$ cat config.mk
export PLATFORM = sky130hd
export DESIGN_NAME = vpwr_wdp
export DESIGN_NICKNAME = d
export VERILOG_FILES = /design/src/vpwr_pkg.sv /design/src/vpwr_wdp.sv
export SDC_FILE = /design/constraint.sdc
export NUM_CORES = 1
export LEC_CHECK = 0
export ABC_AREA = 1
export BUFFER_PORTS_ARGS = -buffer_cell sky130_fd_sc_hd__buf_4
export CORE_AREA = 2 2 86 88
export DETAILED_ROUTE_END_ITERATION = 12
export DIE_AREA = 0 0 88 90
export PLACE_DENSITY = 0.9
export SETUP_SLACK_MARGIN = 0.1
export SLEW_MARGIN = 25
export SYNTH_ARGS = -nofsm -noshare
export SYNTH_HDL_FRONTEND = slang
export SYNTH_SLANG_ARGS = --single-unit
$ cat constraint.sdc
create_clock -name vclk -period 6.3
set_input_delay 1.26 -clock vclk [all_inputs]
set_output_delay 1.26 -clock vclk [all_outputs]
set_load 0.01 [all_outputs]
$ cat src/vpwr_pkg.sv
`timescale 1ns / 1ps

package vpwr_pkg;

   // Default plane depth in bytes. Must be a power of two (256 to 65536).
   localparam int PLANE_BYTES_DEF = 65536;

   localparam int NUM_PLANES = 4;
   localparam int BYTE_W     = 8;
   localparam int WORD_W     = NUM_PLANES * BYTE_W;

   // Request commands
   localparam logic [1:0] CMD_READ       = 2'd0;
   localparam logic [1:0] CMD_WRITE_BYTE = 2'd1;
   localparam logic [1:0] CMD_WRITE_WORD = 2'd2;

   // Write modes
   localparam logic [1:0] WMODE_ALU    = 2'd0;
   localparam logic [1:0] WMODE_LATCH  = 2'd1;
   localparam logic [1:0] WMODE_EXPAND = 2'd2;
   localparam logic [1:0] WMODE_MASKED = 2'd3;

   // Logic functions
   localparam logic [1:0] LFN_REPLACE = 2'd0;
   localparam logic [1:0] LFN_AND     = 2'd1;
   localparam logic [1:0] LFN_OR      = 2'd2;
   localparam logic [1:0] LFN_XOR     = 2'd3;

   // CSR indexes
   localparam logic [2:0] REG_PLANE_WR_EN = 3'd0;
   localparam logic [2:0] REG_SR_VALUE    = 3'd1;
   localparam logic [2:0] REG_SR_ENABLE   = 3'd2;
   localparam logic [2:0] REG_ROTATE      = 3'd3;
   localparam logic [2:0] REG_LOGIC_FN    = 3'd4;
   localparam logic [2:0] REG_WRITE_MODE  = 3'd5;
   localparam logic [2:0] REG_READ_PLANE  = 3'd6;
   localparam logic [2:0] REG_BIT_MASK    = 3'd7;

   typedef struct packed {
      logic [3:0] plane_wr_en;
      logic [3:0] set_reset_value;
      logic [3:0] set_reset_enable;
      logic [2:0] rotate_count;
      logic [1:0] logic_function;
      logic [1:0] write_mode;
      logic [1:0] read_plane;
      logic [7:0] bit_mask;
   } cfg_type;

   localparam cfg_type CFG_RESET = '{
      plane_wr_en:      4'hF,
      set_reset_value:  4'h0,
      set_reset_enable: 4'h0,
      rotate_count:     3'd0,
      logic_function:   LFN_REPLACE,
      write_mode:       WMODE_ALU,
      read_plane:       2'd0,
      bit_mask:         8'hFF
   };

endpackage

$ cat src/vpwr_wdp.sv
`timescale 1ns / 1ps

// Write datapath: builds the new byte of every plane from the data byte,
// the plane latches and the graphics controller registers.
module vpwr_wdp (
   input  vpwr_pkg::cfg_type                cfg,
   input  logic [vpwr_pkg::WORD_W-1:0]      latches,
   input  logic [vpwr_pkg::BYTE_W-1:0]      value,
   output logic [vpwr_pkg::WORD_W-1:0]      wr_data
);
   import vpwr_pkg::*;

   logic [2*BYTE_W-1:0] rot_wide;
   logic [BYTE_W-1:0]   rotated;

   assign rot_wide = {value, value} >> cfg.rotate_count;
   assign rotated  = rot_wide[BYTE_W-1:0];

   always_comb begin
      logic [BYTE_W-1:0] lat;
      logic [BYTE_W-1:0] fill;
      logic [BYTE_W-1:0] src;
      logic [BYTE_W-1:0] alu;
      logic [BYTE_W-1:0] sel;
      logic [BYTE_W-1:0] res;
      wr_data = '0;
      for (int p = 0; p < NUM_PLANES; p++) begin
         lat  = latches[p*BYTE_W +: BYTE_W];
         fill = {BYTE_W{cfg.set_reset_value[p]}};
         if (cfg.write_mode == WMODE_EXPAND) begin
            src = {BYTE_W{value[p]}};
         end else if (cfg.set_reset_enable[p]) begin
            src = fill;
         end else begin
            src = rotated;
         end
         case (cfg.logic_function)
            LFN_AND: alu = src & lat;
            LFN_OR:  alu = src | lat;
            LFN_XOR: alu = src ^ lat;
            default: alu = src;
         endcase
         sel = rotated & cfg.bit_mask;
         case (cfg.write_mode)
            WMODE_LATCH:  res = lat;
            WMODE_MASKED: res = (fill & sel) | (lat & ~sel);
            default:      res = (alu & cfg.bit_mask) | (lat & ~cfg.bit_mask);
         endcase
         wr_data[p*BYTE_W +: BYTE_W] = res;
      end
   end

endmodule

==> results of run 1 <==
## cell type report
cell class                 instances  area, µm²  area share, %
timing repair buffer              96        721           14.4
tap                               99        124           2.47
multi-input combinational        683       3590           71.7
inverter                         152        576           11.5
## worst paths after layout
path / slack (ns) / to
min: 2.90 / wr_data[17]
max: 1.45 / wr_data[23]
## cell usage in the layout (no fill, tap or decap), drive strengths merged
| cell type | synthesis | layout |
|---|---|---|
| clkinv | 22 | 22 |
| nand2 | 449 | 449 |
| or2 | 1 | 1 |
| a21oi | 2 | 2 |
| ha | 64 | 64 |
| o211ai | 18 | 18 |
| nor2 | 9 | 9 |
| o21ai | 48 | 48 |
| o2111ai | 14 | 14 |
| buf | 20 | 96 |
| nand3 | 78 | 78 |
| inv | 130 | 130 |
## power groups by stage
stage / Clock, µW / Sequential (µW) / Combinational, µW
2_1_floorplan: 0 / 0 / 271
3_3_place_gp: 0 / 0 / 392
3_5_place_dp: 0 / 0 / 401
4_1_cts: 0 / 0 / 403
5_1_grt: 0 / 0 / 462
6_report: 0 / 0 / 407
## critical path, cell delays in order
cell and delay, ns:
sky130_fd_sc_hd__buf_4 0.14, sky130_fd_sc_hd__inv_1 0.34, sky130_fd_sc_hd__nor2_4 0.08, sky130_fd_sc_hd__inv_2 0.39, sky130_fd_sc_hd__nand2_1 0.14, sky130_fd_sc_hd__nand2_1 0.11
sky130_fd_sc_hd__inv_1 0.07, sky130_fd_sc_hd__ha_1 0.27, sky130_fd_sc_hd__nand2_1 0.07, sky130_fd_sc_hd__o211ai_1 0.09, sky130_fd_sc_hd__o21ai_0 0.18, sky130_fd_sc_hd__inv_1 0.06
sky130_fd_sc_hd__nand2_1 0.07, sky130_fd_sc_hd__nand2_1 0.05, sky130_fd_sc_hd__nand2_1 0.05, sky130_fd_sc_hd__nand2_1 0.08, sky130_fd_sc_hd__buf_4 0.15
## per-stage QoR
stage / area, µm² / utilization [%] / std cells / setup slack [ns]
after floorplan: 4340 / - / 868 / 2.11
after global routing: 5010 / 71.4 / 1030 / 1.19
after detailed placement: 5010 / 71.4 / 1030 / 1.47
after CTS: 5010 / 71.4 / 1030 / 1.47
after global placement: 5010 / 71.4 / 1030 / 1.51
final: 5010 / 71.4 / 1030 / 1.45
## cells by family (layout without fill, tap and decap cells)
family	Yosys count	in the layout
adder cells (fa/ha/maj)	64	64
AO/OA/AOI/OAI	82	82
AND/OR/NAND/NOR	537	537
buffers and inverters	185	248
## layer usage
| layer | vias up | wire, µm |
|---|---|---|
| li1 | 2793 | - |
| met1 | 2378 | 5470 |
| met2 | 289 | 6050 |
| met3 | 47 | 1210 |
| met4 | 0 | 486 |
| met5 | - | 0 |
==> summary.txt, run 1 <==
Critical path
  • Crit path required time: 5.04 ns
  • CP Max Fanout: 32
  • Start point of the critical path: cfg[11]
  • Crit end category: primary output
  • Startpoint-to-endpoint class of the critical path: in -> out
  • Crit path launch type: primary input
  • Data arrival time of the worst path: about 3.6 ns

Floorplanning
  • Starting density of the core: 61.8%
  • Row cnt: 31
  • Number of primary I/O pins: 101
  • Area of the core: about 7000 µm²
  • Die extent in y: around 90 µm
  • Die Area: 7920 µm²
  • Die width: roughly 90 µm

Timing
  • Unrepaired setup endpoints after global routing: no
  • Final hold vios: 0
  • Setup_tns: 0 ns
  • Share of the cycle needed by the critical path after routing: around three quarters
  • Final number of setup-violating endpoints: 0
  • Final Critical Period: slightly below 5 ns
  • Number of pins exceeding their max-slew limit in the final report: 0
  • Worst relative slew slack: between 30% and 40%
  • Worst hold slack after final layout: around 2.9 ns
  • Worst Max-Slew Pin Slew: ~0.99 ns
  • Maximum achievable frequency: 206 MHz

Power
  • Clock power share: 0%
  • Final Total Pwr: 407 µW
  • Worst-case vdd ir drop: 45.0 µV
  • Sequential share of power: 0%
  • Static Leakage: approximately 0.0032 µW
  • Power per cell area: 81.3 nW/µm²
  • Net switching power of the design: approximately 250 µW
  • Total internal power: ~160 µW
  • Proportion of total power due to net switching: 61.2%
  • Gate power share: 100.0%

Routing
  • Detailed Route WL: 13,200 µm
  • DRC violations left: 0
  • DR pass1 iterations: 6
  • Antenna Nets Post-Route: 0
  • Drt first-iter violations: about 550
  • Average wire per cell in the routed design: 12.8 µm
  • Via count: 5,507
  • Via/cell ratio: around 5.3

Placed design
  • Number of buffer cells added on primary ports: between 90 and 100
  • Global placement routability congestion: about 0.94
  • Half-perimeter wire length after detailed placement: 9450 µm

Yosys
  • Adder-cell share of the synthesized area: a little under a fifth
  • Most area-consuming cells after synthesis: sky130_fd_sc_hd__nand2_1 37%, sky130_fd_sc_hd__ha_1 18%, sky130_fd_sc_hd__inv_1 11%
  • Mapped Cells: 868
  • Cell taking the most area after synthesis: sky130_fd_sc_hd__nand2_1
  • Most frequent cells after synthesis: 422 x sky130_fd_sc_hd__nand2_1, 125 x sky130_fd_sc_hd__inv_1, 78 x sky130_fd_sc_hd__nand3_1
  • Synthesized-area fraction occupied by ao, oa, aoi and oai cells: about 14%
  • Dominant combinational cell family by area after synthesis: simple AND/OR/NAND/NOR gates
  • Syn_area_per_cell: between 4 and 5 µm²
  • Mux contribution to synthesized area: 0%
  • Cell Area, Synth: roughly 4300 µm²
  • Top-area cell type share of the netlist area: between 30% and 40%
  • Xor-xnor portion of the synthesized cell area: 0%
  • Nets in the synthesized netlist: between 1,000 and 1,500
  • Most numerous cell in the Yosys netlist: sky130_fd_sc_hd__nand2_1
  • Share of synthesized cell area in and, or, nand and nor gates: 50.6%
  • Syn. warnings: 0
  • Library cells used by synthesis: 25
  • Share of the yosys chip area belonging to registers: 0%

Global routing
  • Global Route Usage Sum: 33.3%
  • Initial antenna violation count: 0
  • Global routing usage on met2: between 50% and 60%
  • Wire length of the first global-routing pass: roughly 22,000 µm
  • Pin count of the biggest net entering global routing: 51
  • Busiest layer in global routing: met2
  • Met1 Resource Use GR: a little over two fifths
  • Fraction of met3 tracks used by global routing: 2.57%
  • Via count of the first global-routing pass: around 5,000
  • Overflow left after global routing: 0

Finish
  • Layout cell share with drive strength beyond 1: 16.1%
  • Layout clock buffers: 0
  • Total of fill cells in the finished design: 683
  • Layout Area Growth over Synthesis: 15.5%
  • # nets final: between 1,000 and 1,500
  • Seq Cell Count: 0
  • Antenna diodes: 0
  • FF+latch area: 0 µm²

Outcome
  • Outcome: completed

Clock tree
  • Number of hold-repair buffers added at the cts stage: 0
  • Post-CTS Resized: 0
  • Post-CTS repair timing setup buffer count: 0

Hold path
  • Worst min path class: in -> out
  • Startpoint of the most critical hold path: latches[17]
  • Number of instances on the worst hold path: 6

Job
  • Max capacitance violation total: 0
Note: power is estimated with default switching activity, not from simulation.
==> run 2: changes to the inputs <==
--- a/config.mk
+++ b/config.mk
@@ -7,10 +7,10 @@
 export LEC_CHECK = 0
 export ABC_AREA = 1
 export BUFFER_PORTS_ARGS = -buffer_cell sky130_fd_sc_hd__buf_4
-export CORE_AREA = 2 2 86 88
+export CORE_AREA = 2 2 95 97
 export DETAILED_ROUTE_END_ITERATION = 12
-export DIE_AREA = 0 0 88 90
-export PLACE_DENSITY = 0.9
+export DIE_AREA = 0 0 97 99
+export PLACE_DENSITY = 0.79
 export SETUP_SLACK_MARGIN = 0.1
 export SLEW_MARGIN = 25
 export SYNTH_ARGS = -nofsm -noshare
==> constraint.sdc (replaced) <==
create_clock -name vclk -period 4.1
set_input_delay 0.82 -clock vclk [all_inputs]
set_output_delay 0.82 -clock vclk [all_outputs]
set_load 0.01 [all_outputs]
==> summary.txt, run 2 (same netlist as run 1, synthesis figures left out) <==
Timing
  • Setup_tns: 0 ns (unchanged)
  • Maximum achievable frequency: between 200 and 300 MHz
  • Final Critical Period: ~3.7 ns
  • Worst Max-Slew Pin Slew: 0.627 ns (-0.359 ns)
  • Unrepaired setup endpoints after global routing: no
  • Share of the cycle needed by the critical path after routing: roughly nine tenths
  • Final hold vios: 0 (unchanged)
  • Final number of setup-violating endpoints: 0 (unchanged)
  • Worst relative slew slack: 58.1% (+24 points)
  • Number of pins exceeding their max-slew limit in the final report: 0 (unchanged)

Floorplanning
  • Row cnt: 34 (+9.7%)
  • Die width: 97 µm (+10%)
  • Number of primary I/O pins: 101 (unchanged)
  • Die Area: 9600 µm² (+21%)
  • Die extent in y: 99 µm (+10%)
  • Starting density of the core: 50.7% (-11 points)
  • Area of the core: 8550 µm² (+22%)

Finish
  • FF+latch area: 0 µm² (unchanged)
  • Layout cell share with drive strength beyond 1: 16.8% (+0.68 points)
  • Filler-free cell count of the finished design: 1,049 (+1.8%)
  • Total of fill cells in the finished design: 909 (+33%)
  • Leading cell type in the layout, fill and taps excluded: sky130_fd_sc_hd__nand2_1
  • Antenna diodes: 0 (unchanged)
  • Commonest cells after routing, fill and taps aside: 422 x sky130_fd_sc_hd__nand2_1, 125 x sky130_fd_sc_hd__inv_1, 106 x sky130_fd_sc_hd__buf_4
  • Layout Area Growth over Synthesis: 17.5%
  • # nets final: 1,076 (+0.94%)
  • Layout clock buffers: 0 (unchanged)
  • Seq Cell Count: 0 (unchanged)

Critical path
  • Crit-path most repeated cell: sky130_fd_sc_hd__nand2_1
  • Startpoint-to-endpoint class of the critical path: in -> out
  • Delay of the slowest critical-path stage: 0.26 ns (-0.13 ns)
  • CP endpoint: wr_data[23]
  • Start point of the critical path: cfg[14]
  • Critical path, cell by cell: buf_4, inv_4, nand2_1, nand3_1, nand3_1, nand2_1, nand2_1, nand2_1, nand2_1, nand2_1, inv_1, ha_1, nand2_1, o211ai_1, o21ai_0, inv_1, nand2_1, nand2_1, nand2_1, nand2_1, buf_4
  • Data arrival time of the worst path: 2.87 ns (-0.72 ns)
  • Crit path required time: 3.28 ns (-1.76 ns)
  • Crit path launch type: primary input
  • Crit end category: primary output
  • CP Max Fanout: 9 (-72%)
  • Slowest-stage cell, CP: sky130_fd_sc_hd__ha_1

Placed design
  • Half-perimeter wire length after detailed placement: 9970 µm (+5.5%)
  • Global placement routability congestion: 0.918 (-2.3%)
  • Number of buffer cells added on primary ports: 95 (unchanged)
  • Placed Cells: 1,049 (+1.8%)

Clock tree
  • Post-CTS Resized: 0 (unchanged)
  • Post-CTS repair timing setup buffer count: 0 (unchanged)
  • Number of hold-repair buffers added at the cts stage: 0 (unchanged)

Routing
  • Via/cell ratio: 5.21 (-2.5%)
  • Antenna Nets Post-Route: 0 (unchanged)
  • Drt first-iter violations: 320 (-42%)
  • DRC violations left: 0 (unchanged)
  • Detailed Route WL: 13,700 µm (+3.7%)
  • DR pass1 iterations: 5 (-1)
  • Via count: 5,466 (-0.74%)
  • Average wire per cell in the routed design: 13.1 µm (+1.8%)

Global routing
  • Via count of the first global-routing pass: 5,096 (+3.6%)
  • Initial antenna violation count: 0 (unchanged)
  • Overflow left after global routing: 0 (unchanged)
  • Global Route Usage Sum: 28.1% (-5.2 points)
  • Wire length of the first global-routing pass: 22,900 µm (+4.6%)
  • Pin count of the biggest net entering global routing: 51 (unchanged)

Job
  • Max capacitance violation total: 0 (unchanged)

Power
  • Static Leakage: 0.00325 µW (+1.5%)
  • Power per cell area: 124 nW/µm² (+53%)
  • Worst-case vdd ir drop: 62.8 µV (+39%)

Hold path
  • Number of instances on the worst hold path: 6 (unchanged)
  • Worst min path class: in -> out

Outcome
  • Outcome: completed
run 2: changes by cell type in the layout (fill, tap and decap cells not counted), sizes merged:
cell / change
buf: +10
run 2: worst min-delay path by stage:
stage,from,end,slack [ns]
after CTS,latches[28],wr_data[28],2.03
after detailed placement,latches[28],wr_data[28],2.02
final,latches[28],wr_data[28],2.02
after global routing,latches[28],wr_data[28],2.06
after floorplan,latches[0],wr_data[0],1.84
after global placement,latches[28],wr_data[28],2.03
run 2: area by class of cell:
class | instances | area [µm²] | share of cell area [%]
inverter | 152 | 576 | 11.3
multi-input combinational | 683 | 3590 | 70.4
tap | 108 | 135 | 2.65
timing repair buffer | 106 | 796 | 15.6
run 2: metal layers:
metal  global-route usage [%]  wire [µm]
met3                     2.70       1170
met1                     36.0       5810
met4                     9.43        412
met5                        0          0
met2                     49.4       6320
run 2: critical path, delay by kind of cell:
kind	cells	cell delay (ns)
AO/OA/AOI/OAI	2	0.26
adder cells (fa/ha/maj)	1	0.26
buffers and inverters	5	0.47
AND/OR/NAND/NOR	13	1.07
run 2: power breakdown:
part / internal (µW) / leakage, µW / switching (µW)
Clock: 0 / 0 / 0
Combinational: 248 / 0.00325 / 384
Sequential: 0 / 0 / 0
run 2: stage by stage:
step	utilization [%]	worst slack (ns)	total power, µW	hold slack, ns	area, µm²
floorplan	-	0.786	416	1.84	4340
global placement	59.6	0.459	616	2.03	5100
detailed placement	59.6	0.432	627	2.02	5100
CTS	59.6	0.430	629	2.03	5100
global route	59.6	0.132	721	2.06	5100
finish	59.6	0.405	632	2.02	5100
